<file path="config.mk">
export PLATFORM = sky130hd
export DESIGN_NAME = pst_upd
export DESIGN_NICKNAME = d
export VERILOG_FILES = /design/src/rtl/core/pst_pkg.sv /design/src/rtl/core/pst_upd.sv
export SDC_FILE = /design/constraint.sdc
export NUM_CORES = 1
export LEC_CHECK = 0
export ABC_AREA = 1
export BUFFER_PORTS_ARGS = -buffer_cell sky130_fd_sc_hd__clkbuf_2
export CORE_AREA = 4 4 179 181
export DETAILED_ROUTE_END_ITERATION = 10
export DIE_AREA = 0 0 183 185
export SYNTH_ARGS = -nofsm -noshare
export SYNTH_HDL_FRONTEND = slang
export SYNTH_SLANG_ARGS = --single-unit
export TNS_END_PERCENT = 20
</file>
<file path="constraint.sdc">
create_clock -name vclk -period 1.34
set_clock_uncertainty 0.05 [all_clocks]
set_input_delay 0.067 -clock vclk [all_inputs]
set_output_delay 0.067 -clock vclk [all_outputs]
set_load 0.01 [all_outputs]
</file>
<file path="src/rtl/core/pst_pkg.sv">
// Shared types and codes for the process state table.
// No dependencies; used by every module of the block.
package pst_pkg;

	typedef enum logic [3:0] {
		FN_ALLOC    = 4'd0,
		FN_RUNNABLE = 4'd1,
		FN_RUNNING  = 4'd2,
		FN_SLEEP    = 4'd3,
		FN_WAKEUP   = 4'd4,
		FN_KILL     = 4'd5,
		FN_EXIT     = 4'd6,
		FN_REAP     = 4'd7,
		FN_TICK     = 4'd8
	} func_t;

	typedef enum logic [2:0] {
		PS_UNUSED   = 3'd0,
		PS_EMBRYO   = 3'd1,
		PS_SLEEPING = 3'd2,
		PS_RUNNABLE = 3'd3,
		PS_RUNNING  = 3'd4,
		PS_ZOMBIE   = 3'd5
	} pstate_t;

	localparam logic [31:0] CNT_MAX = 32'hFFFF_FFFF;
	localparam logic [15:0] PID_MAX = 16'hFFFF;
	localparam logic [6:0]  WOKE_MAX = 7'd127;

	typedef struct packed {
		logic [2:0]         state;
		logic [15:0]        pid;
		logic [31:0]        chan;
		logic               killed;
		logic signed [31:0] status;
		logic [31:0]        ready_cnt;
		logic [31:0]        run_cnt;
		logic [31:0]        sleep_cnt;
	} entry_t;

	typedef struct packed {
		logic [3:0]         func;
		logic [5:0]         slot;
		logic [15:0]        pid;
		logic [31:0]        chan;
		logic signed [31:0] exit_code;
	} req_t;

	typedef struct packed {
		logic               ok;
		logic [5:0]         slot_out;
		logic [15:0]        pid_out;
		logic signed [31:0] status_out;
		logic [31:0]        ready_ticks;
		logic [31:0]        run_ticks;
		logic [31:0]        sleep_ticks;
		logic [6:0]         woken_count;
	} rsp_t;

	// per-entry decision of the update logic
	typedef struct packed {
		logic wr;
		logic wvld;
		logic match;
		logic ok;
		logic woke;
	} upd_t;

endpackage

</file>
<file path="src/rtl/core/pst_upd.sv">
// Per-entry update: decides the new contents of one entry for an operation.
// Purely combinational; uses pst_pkg.
module pst_upd import pst_pkg::*; (
	input  req_t        req,
	input  logic        found,
	input  logic [15:0] next_pid,
	input  entry_t      cur,
	output entry_t      nxt,
	output upd_t        upd
);

	logic live;
	logic pid_hit;

	always_comb begin
		live = (cur.state == PS_EMBRYO) || (cur.state == PS_SLEEPING) ||
			(cur.state == PS_RUNNABLE) || (cur.state == PS_RUNNING);
		pid_hit = !found && (cur.state != PS_UNUSED) && (cur.pid == req.pid);
		nxt = cur;
		upd = '0;
		upd.wvld = 1'b1;
		case (req.func)
			FN_ALLOC: begin
				if (!found && cur.state == PS_UNUSED) begin
					nxt = '0;
					nxt.state = PS_EMBRYO;
					nxt.pid = next_pid;
					upd.wr = 1'b1;
					upd.match = 1'b1;
					upd.ok = 1'b1;
				end
			end
			FN_RUNNABLE, FN_RUNNING, FN_SLEEP, FN_EXIT: begin
				if (live) begin
					upd.wr = 1'b1;
					upd.ok = 1'b1;
					case (req.func)
						FN_RUNNABLE: nxt.state = PS_RUNNABLE;
						FN_RUNNING:  nxt.state = PS_RUNNING;
						FN_SLEEP: begin
							nxt.state = PS_SLEEPING;
							nxt.chan = req.chan;
						end
						default: begin
							nxt.state = PS_ZOMBIE;
							nxt.status = req.exit_code;
						end
					endcase
				end
			end
			FN_WAKEUP: begin
				if (cur.state == PS_SLEEPING && cur.chan == req.chan) begin
					nxt.state = PS_RUNNABLE;
					upd.wr = 1'b1;
					upd.woke = 1'b1;
				end
			end
			FN_KILL: begin
				if (pid_hit) begin
					nxt.killed = 1'b1;
					if (cur.state == PS_SLEEPING) begin
						nxt.state = PS_RUNNABLE;
					end
					upd.wr = 1'b1;
					upd.match = 1'b1;
					upd.ok = 1'b1;
				end
			end
			FN_REAP: begin
				if (pid_hit) begin
					upd.match = 1'b1;
					if (cur.state == PS_ZOMBIE) begin
						// free the entry: valid bit off reads back as cleared
						upd.wr = 1'b1;
						upd.wvld = 1'b0;
						upd.ok = 1'b1;
					end
				end
			end
			FN_TICK: begin
				case (cur.state)
					PS_RUNNABLE: begin
						upd.wr = 1'b1;
						if (cur.ready_cnt != CNT_MAX) nxt.ready_cnt = cur.ready_cnt + 32'd1;
					end
					PS_RUNNING: begin
						upd.wr = 1'b1;
						if (cur.run_cnt != CNT_MAX) nxt.run_cnt = cur.run_cnt + 32'd1;
					end
					PS_SLEEPING: begin
						upd.wr = 1'b1;
						if (cur.sleep_cnt != CNT_MAX) nxt.sleep_cnt = cur.sleep_cnt + 32'd1;
					end
					default: ;
				endcase
			end
			default: ;
		endcase
	end

endmodule

</file>
Word-level counts from Yosys, hierarchy flattened
Index checks and enable logic that the tools add are counted.
- output and inout port bits: 185
- register bits: 0
- reduce and logical (&&, ||, !) cells: 14
- mux-type cells: 38
- add/subtract/negate cells: 3
- equal/unequal tests: 18
- operator list (operator ; number):
    $mux 32 ; 10
    $pmux 96 s2 ; 1
    $mux 180 ; 1
    $pmux 32 s2 ; 2
    $add 32x1->32 const B ; 3
    $ne 32x32->1 const B ; 3
    $eq 32x32->1 ; 1
    $eq 16x16->1 ; 1
    $eq 4x3->1 const B ; 4
    $mux 16 ; 1
    $mux 3 ; 4
    $pmux 3 s4 ; 1
    $mux 1 ; 9
    $pmux 3 s3 ; 1
    $eq 4x2->1 const B ; 2
    $eq 3x2->1 const B ; 2
    $eq 3x3->1 const B ; 2
    $mux 2 ; 3
    $pmux 1 s6 ; 1
    $reduce_or 3->1 ; 2
    $eq 4x1->1 const B ; 1
    $eq 4x4->1 const B ; 1
    $logic_and 1x1->1 ; 4
    $logic_not 4->1 ; 1
    10 further kinds ; 12

Logic depth before layout (Yosys ltp)
- word-level depth: 6
- gate-level depth with buffers: 13
- gate-level depth less buffers: 13

Worst setup path after synthesis
No wires, ideal clock.
- kind: input to output
- start: in cur[32] (netlist bit)
- end: out nxt[32] (netlist bit)
- setup slack: -124 ps
- arrival: 1347 ps
- stages on the path: 9
- path buffers: 0
- required time: 1223 ps
- cell sequence: ha_1 nand3_1 nor2_1 nand2_1 nor2_4 nand3_4 nand2_2 a21oi_1 a21oi_1
- RTL lines (what ; RTL line ; text):
    start, declared ; pst_upd.sv:7 ; input entry_t cur,
    end, declared ; pst_upd.sv:8 ; output entry_t nxt,

==> metrics.md <==
| Metric | Value |
|---|---|
| Synth-to-layout area growth | 118% |
| Cts hold-fix bufs | 0 |
| Path class of the lowest-slack min-delay path | primary input to output port |
| Maximum Capacitance Violations | 0 |
| Remaining number of nets flagged by the antenna check after routing | 0 |
| Pwr dens | 262 mW/mm^2 |
| Worst hold slack across all endpoints | 364 ps |
| Io pins | 472 |
| Post-Synthesis Cell Area | 0.00650 mm^2 |
| Horizontal extent of the die | 183 um |
| Fin. Hold Viols | 0 |
| P_leak | 7.48 nW |
| Violations in the final reports | negative setup slack |
| Final weighted congestion in routability-driven placement | 1.01 |
| Register area | 0 um^2 |
| Critical Path Most Common Cell | sky130_fd_sc_hd__nand2_1 |
| Vias in the first global route | 12200 |
| Most used cells in the layout excluding fill and tap cells | sky130_fd_sc_hd__nand2_1, sky130_fd_sc_hd__clkbuf_2, sky130_fd_sc_hd__buf_4 |
| Data required time at the worst endpoint | 1220 ps |
| Endpoint kind of the worst setup timing path | output port |
| RSZ-0062 raised after global routing | yes |
| Top post-synthesis cells by area | sky130_fd_sc_hd__nand2_1, sky130_fd_sc_hd__nand3_1, sky130_fd_sc_hd__nor2_1, sky130_fd_sc_hd__inv_1, sky130_fd_sc_hd__o21ai_0 |
| Final-layout clock buffer total | 0 |
| Total number of sequential cells | 0 |
| Highest cell delay on the worst timing path | 240 ps |
| Vias per cell | 4.90 |
| Top delay family on crit path | simple AND/OR/NAND/NOR gates |
| Stages on the worst setup path | 14 |
| Library cell with the largest summed area after synthesis | sky130_fd_sc_hd__nand2_1 |
| Iteration-0 DRC count of the detailed router | 672 |
| Worst Path Arrival | 1570 ps |
| Starting density of the core | 0.214 |
| Routed WL per cell | 16.7 um |
| Number of pins exceeding their max-slew limit in the final report | 0 |
| First-pass DRT Iterations | 5 |
| Final setup violation count | 183 |
| Top-area cell type share of the netlist area | 0.284 |
| Worst IR drop on VDD | 180 uV |
| Number of buffers and inverters on the critical path | 5 |
| Area of the die | 0.0339 mm^2 |
| Core footprint | 0.0304 mm^2 |
| Fraction of layout instances using a drive strength above 1 | 0.536 |
| Net count of the mapped netlist | 1710 |
| Mapped Cells | 1420 |
| Total overflow reported by the global router | 0 |
| DRC errors left | 0 |
| Start-to-end type of the worst setup path | primary input to output port |
| Warnings from Yosys | 0 |
| Worst-case headroom to the max-slew limit | 0.740 |
| Initial antenna violation count | 11 |
| Aggregate global-route resource usage | 0.230 |
| Achievable Freq | 592 MHz |
| Post-synthesis area per instance | 4.58 um^2 |
| Net total in the final layout | 2502 |
| Share of the clock period used by the worst path after layout | 1.26 |
| Standard cell with the maximum stage delay on the critical path | sky130_fd_sc_hd__nor2_2 |
| Total power of the final layout | 3.71 mW |
| Pin count of the biggest net entering global routing | 33 |
| Fraction of the yosys area taken by sequential cells | 0 |
| Cells along the critical path | clkbuf_2 > nand2_1 > inv_1 > nand3_1 > nor2_2 > nand3_4 > nand2_4 > buf_6 > nor2_4 > nand2_1 > nand2_1 > nand2_1 > inv_1 > buf_2 |
| Transition at the pin with the smallest max-transition slack | 388 ps |
| Critical-path maximum fanout | 6 |
| Number of unique standard cell types used by synthesis | 40 |
| Outcome | finished with violations |
| Fillcell total | 3178 |
| Port Buf Inserts | 466 |
| WL final | 43700 um |
| Die Height | 185 um |
| Setup crit start | cur[23] |
| DR vias | 12800 |
| Worst setup path end | nxt[30] |
| Wire length of the first global-routing pass | 63400 um |
| Setup ws final | -350 ps |
| FP Rows | 64 |
| Final Critical Period | 1690 ps |
| Most common library cell in the layout ignoring fill and taps | sky130_fd_sc_hd__nand2_1 |
| Estimated wirelength of the detail-placed design | 35300 um |
| CP Launch Type | primary input |
-- routing by layer --
layer,GRT usage,part of all wire,vias to the layer above
met5,0,0.0011,-
met4,0.0885,0.040,8
met3,0.0297,0.068,102
met2,0.413,0.50,582
met1,0.278,0.39,5911
li1,-,-,6188
-- Yosys cell counts (14+ instances only) --
cell type / n
sky130_fd_sc_hd__nor3_1: 32
sky130_fd_sc_hd__inv_1: 169
sky130_fd_sc_hd__a21oi_1: 18
sky130_fd_sc_hd__clkbuf_1: 17
sky130_fd_sc_hd__xor2_1: 28
sky130_fd_sc_hd__nor2_1: 188
sky130_fd_sc_hd__nand4_1: 38
sky130_fd_sc_hd__buf_2: 25
sky130_fd_sc_hd__o22ai_1: 14
sky130_fd_sc_hd__o21ai_0: 71
sky130_fd_sc_hd__nand2_1: 491
sky130_fd_sc_hd__nand3_1: 217
-- logic make-up (layout without fill, tap and decap cells) --
kind of cell | count (synthesis) | after routing | share of synthesized area
buffers and inverters | 229 | 1019 | 0.142
AND/OR/NAND/NOR | 1017 | 1017 | 0.687
AO/OA/AOI/OAI | 138 | 138 | 0.121
other | 0 | 6 | 0
adder cells (fa/ha/maj) | 3 | 3 | 0.00578
XOR/XNOR | 33 | 33 | 0.0445
-- how the worst min path moves through the flow --
stage             start  cells after the start  slack [ps]       end
6_report       cur[120]                      4         360  nxt[120]
5_1_grt        cur[122]                      4         380  nxt[122]
4_1_cts        cur[120]                      4         370  nxt[120]
3_5_place_dp   cur[120]                      4         370  nxt[120]
3_3_place_gp   cur[120]                      4         360  nxt[120]
2_1_floorplan   cur[51]                      1         140   nxt[51]
-- stage by stage --
stage	std cells	util	TNS [ps]	setup WS, ps	instance area [um^2]
after floorplan	1420	-	-806	-58.7	6580
after global placement	2551	0.384	-59150	-574	11700
after detailed placement	2551	0.384	-61460	-598	11700
after CTS	2584	0.435	-34090	-304	13300
after global routing	2612	0.465	-50430	-435	14100
final	2612	0.465	-34730	-350	14100
-- final cells by class --
| class | count | area (um^2) | share of cell area |
|---|---|---|---|
| Antenna cell | 6 | 15.0 | 0.00106 |
| Inverter | 181 | 737 | 0.0521 |
| Multi-Input combinational cell | 1191 | 7070 | 0.500 |
| Tap cell | 396 | 495 | 0.0350 |
| Timing Repair Buffer | 838 | 5830 | 0.412 |
-- report_power, final --
group	switching, mW	internal (mW)	total [mW]
clock	0	0.000000601	0.000000601
sequential	0	0	0
combinational	2.00	1.71	3.71
total	2.00	1.71	3.71
-- tightest hold or removal path: stages --
cell                       delay [ps]
sky130_fd_sc_hd__clkbuf_2          70
sky130_fd_sc_hd__nand2_1           40
sky130_fd_sc_hd__nand2_1           50
sky130_fd_sc_hd__clkbuf_2         120
-- repair_timing --
action,4_1_cts,5_1_grt
buffers inserted,33,22
endpoints found under the setup margin,185,185
pin swaps,98,80
cloned,2,1
gates resized for setup,341,275
No activity file was read; power rests on OpenSTA's default activity.
